--- config.mk ---
export PLATFORM = sky130hd
export DESIGN_NAME = utf8_bmp_stream_decoder_unit
export DESIGN_NICKNAME = d
export VERILOG_FILES = /design/src/utf8bmp_pkg.sv /design/src/utf8bmp_step.sv /design/src/utf8_bmp_stream_decoder_unit.sv
export VERILOG_INCLUDE_DIRS = /design/src /design/src/src
export SDC_FILE = /design/constraint.sdc
export NUM_CORES = 1
export LEC_CHECK = 0
export BUFFER_PORTS_ARGS = -buffer_cell sky130_fd_sc_hd__buf_2
export CORE_AREA = 2 2 85 87
export DETAILED_ROUTE_END_ITERATION = 16
export DIE_AREA = 0 0 87 89
export GPL_ROUTABILITY_DRIVEN = 0
export PLACE_DENSITY = 0.43
export SLEW_MARGIN = 20
export SYNTH_ARGS = -nofsm -noshare
export SYNTH_HDL_FRONTEND = slang
export SYNTH_SLANG_ARGS = --single-unit
--- constraint.sdc ---
create_clock -name clk -period 4.4 [get_ports clk]
set_clock_uncertainty 0.1 [all_clocks]
set_input_delay 0.22 -clock clk [delete_from_list [all_inputs] [get_ports clk]]
set_output_delay 0.22 -clock clk [all_outputs]
set_load 0.05 [all_outputs]
--- src/utf8_bmp_stream_decoder_unit_assert.svh ---
// Assertion macros shared by the UTF-8 decoder RTL.
`ifndef UTF8_BMP_STREAM_DECODER_UNIT_ASSERT_SVH
`define UTF8_BMP_STREAM_DECODER_UNIT_ASSERT_SVH

// Same-cycle implication, clocked on clk, off while rst_n is low.
`define U8B_ASSERT_IMP(lbl, ante, cons, msg) \
  lbl: assert property (@(posedge clk) disable iff (!rst_n) (ante) |-> (cons)) \
    else $error(msg);

// Next-cycle implication, clocked on clk, off while rst_n is low.
`define U8B_ASSERT_NXT(lbl, ante, cons, msg) \
  lbl: assert property (@(posedge clk) disable iff (!rst_n) (ante) |=> (cons)) \
    else $error(msg);

`endif

--- src/utf8bmp_pkg.sv ---
// Types and constants shared by the UTF-8 decoder modules.
`default_nettype none
package utf8bmp_pkg;

  localparam int unsigned BYTE_W    = 8;
  localparam int unsigned CP_W      = 16;
  localparam int unsigned LEN_W     = 2;
  localparam int unsigned PARTIAL_W = 10;
  localparam int unsigned OUT_DATA_W = 24;

  localparam logic STATUS_OK  = 1'b0;
  localparam logic STATUS_ERR = 1'b1;

  localparam logic [LEN_W-1:0] LEN_NONE  = 2'd0;
  localparam logic [LEN_W-1:0] LEN_ONE   = 2'd1;
  localparam logic [LEN_W-1:0] LEN_TWO   = 2'd2;
  localparam logic [LEN_W-1:0] LEN_THREE = 2'd3;

  localparam logic [CP_W-1:0] MIN_TWO_BYTE   = 16'h0080;
  localparam logic [CP_W-1:0] MIN_THREE_BYTE = 16'h0800;

  typedef struct packed {
    logic [PARTIAL_W-1:0] partial;
    logic [LEN_W-1:0]     due;
    logic [LEN_W-1:0]     total;
  } dec_state_t;

  typedef struct packed {
    logic             valid;
    logic [CP_W-1:0]  code_point;
    logic             status;
    logic [LEN_W-1:0] seq_length;
    logic             eos;
  } dec_result_t;

  localparam dec_state_t STATE_IDLE = '{partial: '0, due: LEN_NONE, total: LEN_NONE};

endpackage
`default_nettype wire

--- src/utf8bmp_step.sv ---
// Per-byte UTF-8 decode step: state and byte in, next state and optional result out.
`default_nettype none
module utf8bmp_step (
  input  wire  utf8bmp_pkg::dec_state_t         state_i,
  input  wire  logic [utf8bmp_pkg::BYTE_W-1:0]  byte_i,
  output utf8bmp_pkg::dec_state_t               state_o,
  output utf8bmp_pkg::dec_result_t              res_o
);
  import utf8bmp_pkg::*;

  logic [LEN_W-1:0] len_so_far;
  logic [CP_W-1:0]  val_two;
  logic [CP_W-1:0]  val_three;

  // bytes of the sequence so far, counting this one
  assign len_so_far = LEN_W'(state_i.total - state_i.due + LEN_ONE);
  assign val_two    = {5'd0, state_i.partial[4:0], byte_i[5:0]};
  assign val_three  = {state_i.partial, byte_i[5:0]};

  always_comb begin
    state_o = STATE_IDLE;
    res_o   = '0;
    if (state_i.due == LEN_NONE) begin
      priority if (byte_i[7] == 1'b0) begin
        res_o.valid      = 1'b1;
        res_o.code_point = {8'd0, byte_i};
        res_o.status     = STATUS_OK;
        res_o.seq_length = LEN_ONE;
        res_o.eos        = (byte_i == '0);
      end else if (byte_i[7:5] == 3'b110) begin
        state_o.partial = {5'd0, byte_i[4:0]};
        state_o.due     = LEN_ONE;
        state_o.total   = LEN_TWO;
      end else if (byte_i[7:4] == 4'b1110) begin
        state_o.partial = {6'd0, byte_i[3:0]};
        state_o.due     = LEN_TWO;
        state_o.total   = LEN_THREE;
      end else begin
        // stray continuation or four-byte-and-up lead
        res_o.valid      = 1'b1;
        res_o.status     = STATUS_ERR;
        res_o.seq_length = LEN_ONE;
      end
    end else begin
      priority if (byte_i[7:6] != 2'b10) begin
        // bad continuation: byte dropped, not retried as a lead
        res_o.valid      = 1'b1;
        res_o.status     = STATUS_ERR;
        res_o.seq_length = len_so_far;
      end else if (state_i.due > LEN_ONE) begin
        state_o.partial = {state_i.partial[3:0], byte_i[5:0]};
        state_o.due     = LEN_W'(state_i.due - LEN_ONE);
        state_o.total   = state_i.total;
      end else if (state_i.total == LEN_TWO) begin
        res_o.valid      = 1'b1;
        res_o.seq_length = LEN_TWO;
        if (val_two < MIN_TWO_BYTE) begin
          res_o.status = STATUS_ERR;
        end else begin
          res_o.status     = STATUS_OK;
          res_o.code_point = val_two;
        end
      end else begin
        res_o.valid      = 1'b1;
        res_o.seq_length = LEN_THREE;
        if (val_three < MIN_THREE_BYTE) begin
          res_o.status = STATUS_ERR;
        end else begin
          res_o.status     = STATUS_OK;
          res_o.code_point = val_three;
        end
      end
    end
  end

endmodule
`default_nettype wire

--- src/utf8_bmp_stream_decoder_unit.sv ---
// Top level of the streaming UTF-8 (one to three byte) to 16-bit code point decoder.
// A result reaches out_* through the input register, the decode step and the result register, in that order.
// Throughput: one byte per cycle; the input register and the result register each
// take a new beat whenever the stage after them is free, so a held output only
// stalls the input once both registers are full.
// Reset: synchronous, active-low rst_n empties both registers and returns the decoder to idle.
`default_nettype none
`include "utf8_bmp_stream_decoder_unit_assert.svh"
module utf8_bmp_stream_decoder_unit (
  input  wire  logic                                 clk,
  input  wire  logic                                 rst_n,
  // input byte stream
  input  wire  logic                                 in_tvalid,
  output logic                                       in_tready,
  input  wire  logic [utf8bmp_pkg::BYTE_W-1:0]       in_tdata,  // [7:0] byte_in
  // decoded characters
  output logic                                       out_tvalid,
  input  wire  logic                                 out_tready,
  output logic [utf8bmp_pkg::OUT_DATA_W-1:0]         out_tdata, // [15:0] code_point,
                                                                // [17:16] seq_length,
                                                                // [23:18] zero
  output logic                                       out_tuser, // [0] status (1 = error)
  output logic                                       out_tlast  // end_of_string
);
  import utf8bmp_pkg::*;

  // Input register: one byte beat waiting for the decode step.
  logic              in_valid_r;
  logic              in_valid_nxt;
  logic [BYTE_W-1:0] in_byte_r;

  // Decoder state carried between bytes of one sequence.
  dec_state_t  state_r;
  dec_state_t  state_nxt;
  dec_state_t  step_state;
  dec_result_t step_res;

  // Result register feeding the output port.
  dec_result_t res_r;
  dec_result_t res_nxt;

  logic advance;  // byte in the input register is decoded this cycle

  utf8bmp_step u_step (
    .state_i (state_r),
    .byte_i  (in_byte_r),
    .state_o (step_state),
    .res_o   (step_res)
  );

  // The decode step may run whenever the result register is free or drains now;
  // bytes that give no result still need the slot, which keeps ordering trivial.
  assign advance   = in_valid_r && (!res_r.valid || out_tready);
  assign in_tready = !in_valid_r || advance;

  always_comb begin
    in_valid_nxt = in_valid_r;
    state_nxt    = state_r;
    res_nxt      = res_r;
    if (res_r.valid && out_tready) begin
      res_nxt.valid = 1'b0;
    end
    if (advance) begin
      state_nxt    = step_state;
      in_valid_nxt = 1'b0;
      if (step_res.valid) begin
        res_nxt = step_res;
      end
    end
    if (in_tvalid && in_tready) begin
      in_valid_nxt = 1'b1;
    end
  end

  // Result payload is left alone in reset; only its valid flag is cleared.
  always_ff @(posedge clk) begin
    if (!rst_n) begin
      in_valid_r  <= 1'b0;
      state_r     <= STATE_IDLE;
      res_r.valid <= 1'b0;
    end else begin
      in_valid_r  <= in_valid_nxt;
      state_r     <= state_nxt;
      res_r       <= res_nxt;
    end
  end

  // Input byte register, no reset needed.
  always_ff @(posedge clk) begin
    if (in_tvalid && in_tready) begin
      in_byte_r <= in_tdata;
    end
  end

  assign out_tvalid = res_r.valid;
  assign out_tdata  = {{(OUT_DATA_W - CP_W - LEN_W){1'b0}}, res_r.seq_length, res_r.code_point};
  assign out_tuser  = res_r.status;
  assign out_tlast  = res_r.eos;

  // Error beats carry no character and never mark the terminator.
  `U8B_ASSERT_IMP(a_err_clean, out_tvalid && out_tuser,
    out_tdata[CP_W-1:0] == '0 && !out_tlast, "error beat with payload")
  // Terminator is always the single-byte zero.
  `U8B_ASSERT_IMP(a_eos_shape, out_tvalid && out_tlast,
    out_tdata[CP_W-1:0] == '0 && out_tdata[CP_W+LEN_W-1:CP_W] == LEN_ONE,
    "terminator beat malformed")
  // Mid-sequence state only ever belongs to a two- or three-byte form.
  `U8B_ASSERT_IMP(a_state_sane, state_r.due != LEN_NONE,
    (state_r.total == LEN_TWO && state_r.due == LEN_ONE) ||
    (state_r.total == LEN_THREE && state_r.due != LEN_NONE), "bad sequence state")
  // A result made by the decode step is presented on the next cycle.
  `U8B_ASSERT_NXT(a_res_shown, advance && step_res.valid, out_tvalid,
    "decoded result lost")

endmodule
`default_nettype wire
==> results.json, run 1 <==
{
  "status": "finished clean",
  "ys_warn_count": 0,
  "dieArea_um2": 7743,
  "final_nets": 214,
  "hold_class": "input port to flip-flop",
  "synth-seq-area-share_pct": 58.96,
  "async_reset_ff_share_pct": 0,
  "power_density_nw_per_um2": 360.6,
  "port-buffer-count": 33,
  "pwr-share-comb_pct": 9.4,
  "fin_crit_ns": 2.502,
  "route.detailed.drc": 0,
  "post_cts_buffers": 0,
  "num_vias": 1320,
  "cts_max_level": 2,
  "clock_latency_ns": 0.29,
  "syn_area_um2": 1969,
  "period_share_pct": 56.87,
  "clockRootBuffer": "clkbuf_8",
  "grt_max_degree": 22,
  "synth_top_cell_by_area": "edfxtp_1",
  "synthCells": 163,
  "grt_pass1_wl_mm": 6.320,
  "max_freq_ghz": 0.3996,
  "max-vdd-ir-drop_mv": 0.1218,
  "synth_ff_type": "edfxtp_1",
  "grt-ovfl-total": 0,
  "ys_ff_latch": 44,
  "slew_headroom_pct": 39.44,
  "cts_hold_buf": 6,
  "drt-total-wl_mm": 3.997,
  "switching_share_pct": 23.47,
  "end_kind": "flip-flop",
  "post_drt_wl_per_cell_um": 14.17,
  "synth.distinct_cells": 41,
  "max_cap_violations": 0,
  "die_w_um": 87,
  "critical_path_class": "flip-flop to flip-flop",
  "detail-route-antenna-nets": 0,
  "p_leak_uw": 0.0008515,
  "clkSinkCount": 44,
  "synth_edf_count": 28,
  "hpwl_mm": 2.980,
  "die_h_um": 89,
  "dr.pass1.iters": 4,
  "diodes": 0,
  "crit_required_ns": 4.21,
  "cts_made_buffers": 5,
  "grt_pass1_vias": 1260,
  "setup_violations": 0,
  "viasPerCell": 4.681,
  "worst_pin_slew_ns": 0.9084,
  "seqPwrFrac_pct": 54.9,
  "clk_pin_slew_ns": 0.08,
  "internal_power_uw": 643.5,
  "tritoncts": "built",
  "antenna_found_initial": 0,
  "critPathMaxFanout": 20,
  "final.fill_count": 651,
  "yosys.area.top_type_share_pct": 42.69,
  "cp-start-kind": "flip-flop",
  "ios": 40,
  "yosys.cell_count.top_type": "edfxtp_1",
  "finalSetupTns_ns": 0,
  "drive_gt1_share_pct": 24.26,
  "track_usage_pct": 10.87,
  "clkPwrFrac_pct": 35.7,
  "arrival_ns": 2.32,
  "rows": 30,
  "synth.avg_cell_area_um2": 12.08,
  "core_area_um2": 6719,
  "final_hold_viol_count": 0,
  "timing.hold.ws_ns": 0.01536,
  "ys_top_cells_by_area": "edfxtp_1 43%, dfxtp_1 16%, nor2b_1 4.8%",
  "start_util_pct": 29.31,
  "area_growth_pct": 18.42,
  "slew_violations": 0,
  "p_sw_uw": 197.4,
  "cts.repair.resized": 0,
  "initialDrtViolationCount": 76,
  "rsz0062_at_grt": "no",
  "synthTopCellsByCount": "28 x edfxtp_1, 16 x dfxtp_1, 15 x nor2b_1",
  "max-clock-path-buffers": 2
}
==> per-layer routing <==
| layer | share of wire, % | vias to the layer above | global-route usage (%) | routed length, um |
|---|---|---|---|---|
| met5 | 0 | - | 0 | 0 |
| met1 | 48 | 629 | 13.68 | 1919 |
| met2 | 47 | 27 | 17.42 | 1862 |
| met4 | 1.9 | 0 | 4.688 | 76 |
| met3 | 3.5 | 6 | 3.232 | 138 |
| li1 | - | 658 | - | - |
==> through the flow <==
step	std cells	setup slack, ns	power [uW]	util [%]	instance area (um2)
final	282	1.898	840.9	34.71	2332
after global placement	268	1.981	546.0	32.23	2166
after detailed placement	268	1.872	546.5	32.23	2166
after floorplan	168	2.360	532.2	-	1988
after CTS	282	1.855	849.3	34.71	2332
after global routing	282	1.711	870.8	34.71	2332
==> cell type report <==
type / count / area, um2 / share of cell area (%)
clock buffer: 7 / 76.32 / 3.273
clock inverter: 1 / 30.03 / 1.288
inverter: 3 / 11.26 / 0.4828
multi-input combinational: 108 / 728.2 / 31.22
sequential: 44 / 1161 / 49.79
tap: 80 / 100.1 / 4.292
timing repair buffer: 39 / 225.2 / 9.657
==> state kept, by name, summed over array words and instances, names as in the netlist <==
| name | count |
|---|---|
| out_tlast | 1 |
| out_tvalid | 1 |
| in_valid_r | 1 |
| out_tuser | 1 |
| state_r | 14 |
| out_tdata | 18 |
| in_byte_r | 8 |
==> worst paths after layout <==
| path | cells after the start | startpoint | slack (ns) | endpoint |
|---|---|---|---|---|
| hold / removal | 1 | in_tdata[0] | 0.02 | in_byte_r[0] |
| hold reg to reg | 2 | state_r[8] | 0.40 | state_r[8] |
| setup / recovery | 3 | in_byte_r[7] | 1.90 | out_tdata[16] |
| setup reg to reg | 3 | in_byte_r[7] | 1.90 | out_tdata[16] |
==> cells in the final DEF, fill, tap and decap left out, types with 2 or more instances in the layout <==
master / count
nor3_1: 2
nand2_1: 11
and2_1: 11
nand3_1: 11
edfxtp_1: 28
a21oi_1: 3
clkbuf_1: 2
nor4_1: 3
nor2b_1: 15
o21ai_0: 6
nor2_1: 4
conb_1: 6
inv_1: 3
dfxtp_1: 16
a21boi_0: 3
nand2b_1: 3
dlygate4sd3_1: 6
o21a_1: 2
o2111ai_1: 2
buf_2: 33
clkbuf_8: 5
and3_1: 2
a22oi_1: 6
==> power groups by stage <==
stage	registers (uW)	logic (uW)	clock network (uW)
finish	462	79.2	300
global route	463	85.2	322
CTS	462	79.7	308
detailed placement	471	75.3	0
global placement	471	75.3	0
floorplan	484	48.0	0
==> logic make-up (layout without fill, tap and decap cells) <==
| kind of cell | Yosys count | count (layout) | synth area share, % |
|---|---|---|---|
| buf+inv | 16 | 50 | 5.019 |
| flops | 44 | 44 | 58.96 |
| fa+ha+maj | 1 | 1 | 0.6352 |
| xor+xnor | 1 | 1 | 0.4448 |
| simple gates | 70 | 70 | 22.87 |
| compound gates | 30 | 30 | 11.88 |
| other cells | 1 | 6 | 0.1904 |
==> worst max-delay path: stages (launching register included) <==
cell and delay, ns:
edfxtp_1 0.58, and2b_1 0.30, a32oi_2 0.31, and3_1 0.82
No activity file was read; power rests on OpenSTA's default activity.
==> run 2, diff against run 1 <==
--- a/config.mk
+++ b/config.mk
@@ -6,12 +6,13 @@
 export SDC_FILE = /design/constraint.sdc
 export NUM_CORES = 1
 export LEC_CHECK = 0
+export ABC_AREA = 1
 export BUFFER_PORTS_ARGS = -buffer_cell sky130_fd_sc_hd__buf_2
 export CORE_AREA = 2 2 85 87
 export DETAILED_ROUTE_END_ITERATION = 16
 export DIE_AREA = 0 0 87 89
 export GPL_ROUTABILITY_DRIVEN = 0
-export PLACE_DENSITY = 0.43
+export PLACE_DENSITY = 0.46
 export SLEW_MARGIN = 20
 export SYNTH_ARGS = -nofsm -noshare
 export SYNTH_HDL_FRONTEND = slang
==> constraint.sdc (replaced) <==
create_clock -name clk -period 2.18 [get_ports clk]
set_clock_uncertainty 0.1 [all_clocks]
set_input_delay 0.109 -clock clk [delete_from_list [all_inputs] [get_ports clk]]
set_output_delay 0.109 -clock clk [all_outputs]
set_load 0.05 [all_outputs]
==> run 2 against run 1 <==
Design area rose by 4.2%. Setup slack got worse by 1.4 ns. First-iteration DRC count fell by 46%. Sequential power rose by 100%. Hold slack improved by 0.0042 ns. Register-to-register slack got worse by 1.4 ns. Clock power rose by 130%. Non-clock buffer count rose by 4. Synthesized cell count rose by 25%. Critical path type unchanged. Largest power group unchanged.
==> results.json, run 2 <==
{
  "status": "finished clean",
  "area_growth_pct": 22.12,
  "rr_startpoint": "state_r[2]",
  "synth.distinct_cells": 25,
  "power_density_nw_per_um2": 767.2,
  "start_util_pct": 29.63,
  "slowest_stage": "dfxtp_1",
  "path_buf_inv": 2,
  "drive_gt1_share_pct": 25.20,
  "port-buffer-count": 33,
  "die_w_um": 87,
  "final.fill_count": 691,
  "setup_violations": 0,
  "multi_input_area_um2": 674.4,
  "p_leak_uw": 0.0009927,
  "max-vdd-ir-drop_mv": 0.4019,
  "arrival_ns": 1.59,
  "rsz0062_at_grt": "no",
  "final_common_cell": "nand2_1",
  "diodes": 0,
  "synth_ff_type": "edfxtp_1",
  "critical_path_class": "flip-flop to flip-flop",
  "post_drt_wl_per_cell_um": 11.51,
  "largest_reg_flops": 18,
  "cts_max_level": 2,
  "fin_crit_ns": 1.636,
  "period_share_pct": 75.05,
  "slew_violations": 0,
  "clock_latency_ns": 0.29,
  "drt-total-wl_mm": 3.799,
  "synthCells": 203,
  "grt_pass1_wl_mm": 6.506,
  "route.detailed.drc": 0,
  "post_dp_cell_area_um2": 2213,
  "initialDrtViolationCount": 41,
  "rows": 30,
  "startpoint": "state_r[2]",
  "final_hold_viol_count": 0,
  "synth-seq-area-share_pct": 58.33,
  "grt-ovfl-total": 0,
  "synth.avg_cell_area_um2": 9.806,
  "yosys.area.top_type_share_pct": 42.24,
  "timing.critical_path.mode_cell": "inv_1",
  "crit_required_ns": 2.13,
  "final_nets": 262,
  "detail-route-antenna-nets": 0,
  "finalSetupTns_ns": 0,
  "num_vias": 1428,
  "cp-start-kind": "flip-flop",
  "cts_made_buffers": 5,
  "max_cap_violations": 0,
  "ys_ff_latch": 44,
  "synth_edf_count": 28,
  "path_delay_family": "flip-flops",
  "cts.repair.resized": 0,
  "hold_start": "out_tready",
  "final_cell_mix": "34 x nand2_1, 33 x buf_2, 28 x edfxtp_1, 23 x inv_1, 21 x a21oi_1",
  "ys_warn_count": 0,
  "hold_class": "input port to flip-flop",
  "end_kind": "flip-flop",
  "async_reset_ff_share_pct": 0,
  "yosys.cell_count.top_type": "nand2_1",
  "crit_path_max_incr_delay_ns": 0.46,
  "track_usage_pct": 11.15,
  "clockRootBuffer": "clkbuf_8",
  "ios": 40,
  "critPathMaxFanout": 4,
  "max_freq_ghz": 0.6112,
  "viasPerCell": 4.327,
  "syn_area_um2": 1991,
  "dieArea_um2": 7743,
  "clkSinkCount": 44,
  "clk_pin_slew_ns": 0.08,
  "sequential_cell_area_um2": 1161,
  "power.total_uw": 1865,
  "hpwl_mm": 2.884,
  "synth_top_cell_by_area": "edfxtp_1",
  "crit_chain": "inv_1 > ha_1 > or2_2 > nand3_1 > nand2_1 > o21ai_0 > inv_1",
  "post_cts_buffers": 0,
  "cts_hold_buf": 9,
  "grt_pass1_vias": 1291,
  "max-clock-path-buffers": 2,
  "core_area_um2": 6719,
  "synthTopCellsByCount": "34 x nand2_1, 28 x edfxtp_1, 23 x inv_1, 21 x a21oi_1, 18 x nor2_1",
  "die_h_um": 89,
  "tritoncts": "built",
  "grt_max_degree": 21,
  "antenna_found_initial": 0,
  "final_area_um2": 2431,
  "ys_top_cells_by_area": "edfxtp_1 42%, dfxtp_1 16%, nand2_1 6.4%",
  "dr.pass1.iters": 4
}
[run 2: cell types whose count changed after synthesis, sizes merged, moves of 3 or more]
cell    delta
a21boi     -4
a21oi     +17
a22oi      -6
and2      -11
buf        -3
inv       +24
nand2     +30
nand2b     -3
nand4      +5
nor2      +21
nor2b     -15
nor3       +3
nor4       -5
o21ai      +4
[run 2: final timing paths]
| kind | to | slack [ns] | cells past startpoint |
|---|---|---|---|
| worst max-delay path | out_tdata[17] | 0.54 | 7 |
| worst min-delay path | out_tvalid | 0.02 | 4 |
| worst max register to register | out_tdata[17] | 0.54 | 7 |
| worst min register to register | state_r[9] | 0.37 | 2 |
[run 2: logic make-up (layout without fill, tap and decap cells)]
| logic type | Yosys count | in the layout | synth area share, % |
|---|---|---|---|
| adders and majority gates | 1 | 1 | 0.6284 |
| AOI/OAI and AO/OA | 31 | 31 | 7.794 |
| other | 1 | 6 | 0.1884 |
| buffers and inverters | 37 | 79 | 8.861 |
| DFF | 44 | 44 | 58.33 |
| and+or+nand+nor | 89 | 89 | 24.20 |
[run 2: worst register-to-register path, cell delays in order, from the launching register on]
cell	delay, ns
dfxtp_1	0.46
inv_1	0.10
ha_1	0.20
or2_2	0.29
nand3_1	0.08
nand2_1	0.05
o21ai_0	0.07
inv_1	0.05
[run 2: where the power goes]
part | internal (uW) | switching (uW)
combinational | 65.0 | 177
sequential | 922 | 22.4
clock | 412 | 267
total | 1400 | 466
[run 2: cell type report]
type / count / share of cell area (%)
well taps: 80 / 4.117
inverters: 28 / 4.323
clock buffers: 7 / 4.014
clock inverters: 1 / 1.235
repair buffers: 43 / 10.81
flip-flops and latches: 44 / 47.76
multi-input cells: 127 / 27.74
[run 2: layer usage]
metal  GRT usage, %  part of all wire (%)  up-vias
met5              0                     0        -
met4          5.114                   1.9        0
met3          2.955                   4.8        8
met2          16.45                    44       38
met1          15.30                    49      626
li1               -                     -      756
[run 2: metrics by stage]
step | cells | hold slack, ns | util, % | setup slack (ns)
final | 330 | 0.01952 | 36.18 | 0.5438
after global routing | 330 | 0.03884 | 36.18 | 0.3876
after CTS | 330 | 0.01875 | 36.18 | 0.5232
after detailed placement | 313 | 0.1871 | 32.94 | 0.5321
after global placement | 313 | 0.1857 | 32.94 | 0.5395
after floorplan | 208 | 0.1079 | - | 0.2290
==> run 3, diff against run 2 <==
==> constraint.sdc (replaced) <==
create_clock -name clk -period 1.5 [get_ports clk]
set_clock_uncertainty 0.1 [all_clocks]
set_input_delay 0.075 -clock clk [delete_from_list [all_inputs] [get_ports clk]]
set_output_delay 0.075 -clock clk [all_outputs]
set_load 0.05 [all_outputs]
==> run 3 against run 2 <==
The run now ends with setup timing left. Core utilization is 2.5 points higher. Die area unchanged. Via count is 6.4% higher. Total power increased by 38%. Critical endpoint is now out_tdata[4]. Highest routed layer unchanged.
==> results.json, run 3 (synthesis gave the netlist of run 2 again) <==
{
  "status": "complete, but fails checks",
  "violations": "setup timing",
  "post_cts_buffers": 0,
  "start_util_pct": 29.63,
  "diodes": 0,
  "core_area_um2": 6719,
  "max_cap_violations": 0,
  "post_dp_cell_area_um2": 2369,
  "route.detailed.drc": 0,
  "largest_reg_flops": 18,
  "port-buffer-count": 33,
  "hpwl_mm": 3.060,
  "arrival_ns": 1.42,
  "cp-start-kind": "flip-flop",
  "critPathMaxFanout": 20,
  "clkSinkCount": 44,
  "viasPerCell": 4.355,
  "drive_gt1_share_pct": 33.09,
  "rows": 30,
  "end_kind": "flip-flop",
  "fin_crit_ns": 1.503,
  "max-clock-path-buffers": 2,
  "clock_latency_ns": 0.30,
  "die_w_um": 87,
  "slew_violations": 0,
  "drt-total-wl_mm": 4.089,
  "final_common_cell": "buf_2",
  "antenna_found_initial": 0,
  "final_hold_viol_count": 0,
  "rsz0062_at_grt": "yes",
  "power_density_nw_per_um2": 992.5,
  "crit_required_ns": 1.41,
  "period_share_pct": 100.2,
  "p_leak_uw": 0.001088,
  "final_cell_mix": "33 x buf_2, 32 x nand2_1, 28 x edfxtp_1, 22 x inv_1, 19 x a21oi_1",
  "initialDrtViolationCount": 65,
  "dieArea_um2": 7743,
  "routed.top_layer": "met4",
  "tritoncts": "built",
  "area_growth_pct": 30.42,
  "critical_path_class": "flip-flop to flip-flop",
  "wl_met1_mm": 1.941,
  "grt_max_degree": 21,
  "cts_made_buffers": 5,
  "setup_ws_ns": -0.002548,
  "final_cells": 349,
  "hold_class": "input port to flip-flop",
  "die_h_um": 89,
  "grt_pass1_vias": 1470,
  "max-vdd-ir-drop_mv": 0.4188,
  "grt-ovfl-total": 0,
  "cts_max_level": 2,
  "wl_met3_um": 168,
  "clockRootBuffer": "clkbuf_8",
  "clk_pin_slew_ns": 0.09,
  "track_usage_pct": 11.90,
  "setup_violations": 8,
  "final_area_um2": 2596,
  "wl_met2_mm": 1.891,
  "ios": 40,
  "detail-route-antenna-nets": 0,
  "max_freq_ghz": 0.6655,
  "num_vias": 1520,
  "place_inst": 330,
  "post_drt_wl_per_cell_um": 11.72,
  "dr.pass1.iters": 4,
  "grt_pass1_wl_mm": 6.969,
  "final_nets": 281
}
[run 3: changes by cell type in the layout (fill, tap and decap cells not counted), sizes merged]
cell and delta:
buf +17, clkinvlp +2, dlygate4sd3 +2, bufinv -1, clkbuf -1
[run 3: final timing paths]
check                             startpoint            to  slack (ns)  cells after the start
worst max-delay path            in_byte_r[7]  out_tdata[4]      -0.003                      6
worst min-delay path                   rst_n   state_r[12]        0.08                      3
worst max register to register  in_byte_r[7]  out_tdata[4]      -0.003                      6
worst min register to register   state_r[13]   state_r[13]        0.37                      2
[run 3: power by group]
| group | internal [uW] | switching [uW] | leakage (uW) |
|---|---|---|---|
| Combinational | 132 | 275 | 0.000658 |
| Clock | 373 | 425 | 0.0000434 |
| Sequential | 1340 | 30.2 | 0.000386 |
| Total | 1850 | 731 | 0.00109 |
[run 3: repair_timing]
item,4_1_cts,5_1_grt
endpoints found under the hold margin,16,0
pin swaps,0,1
resized for setup,0,6
hold buffers,11,0
setup endpoints to repair,20,26
[run 3: final cells by class]
type | count | area (um2)
Fill cell | 686 | 4123
Sequential cell | 44 | 1164
Multi-Input combinational cell | 127 | 706.9
Timing Repair Buffer | 62 | 422.9
Inverter | 28 | 105.1
Tap cell | 80 | 100.1
Clock buffer | 6 | 82.58
Clock inverter | 2 | 15.01
[run 3: critical path, stage by stage, from the launching register on]
cell,delay (ns)
edfxtp_1,0.44
inv_2,0.11
nor2_4,0.04
nand2_4,0.07
nand4_1,0.15
nor2_4,0.13
buf_12,0.17
[run 3: routing by layer]
layer	vias to the layer above	GRT usage [%]
li1	786	-
met1	692	15.39
met2	34	18.60
met3	8	2.955
met4	0	5.966
met5	-	0
[run 3: stage by stage]
stage / hold WS [ns] / setup WS [ns] / total power, uW / TNS (ns) / utilization, %
2_1_floorplan: 0.07387 / -0.1520 / 1680 / -3.041 / -
3_3_place_gp: 0.1515 / 0.01019 / 1780 / 0 / 35.25
3_5_place_dp: 0.1531 / -0.01464 / 1780 / -0.2718 / 35.25
4_1_cts: 0.06988 / -0.03519 / 2602 / -0.6246 / 38.34
5_1_grt: 0.09643 / -0.1099 / 2713 / -2.184 / 38.64
6_report: 0.07588 / -0.002548 / 2577 / -0.01564 / 38.64
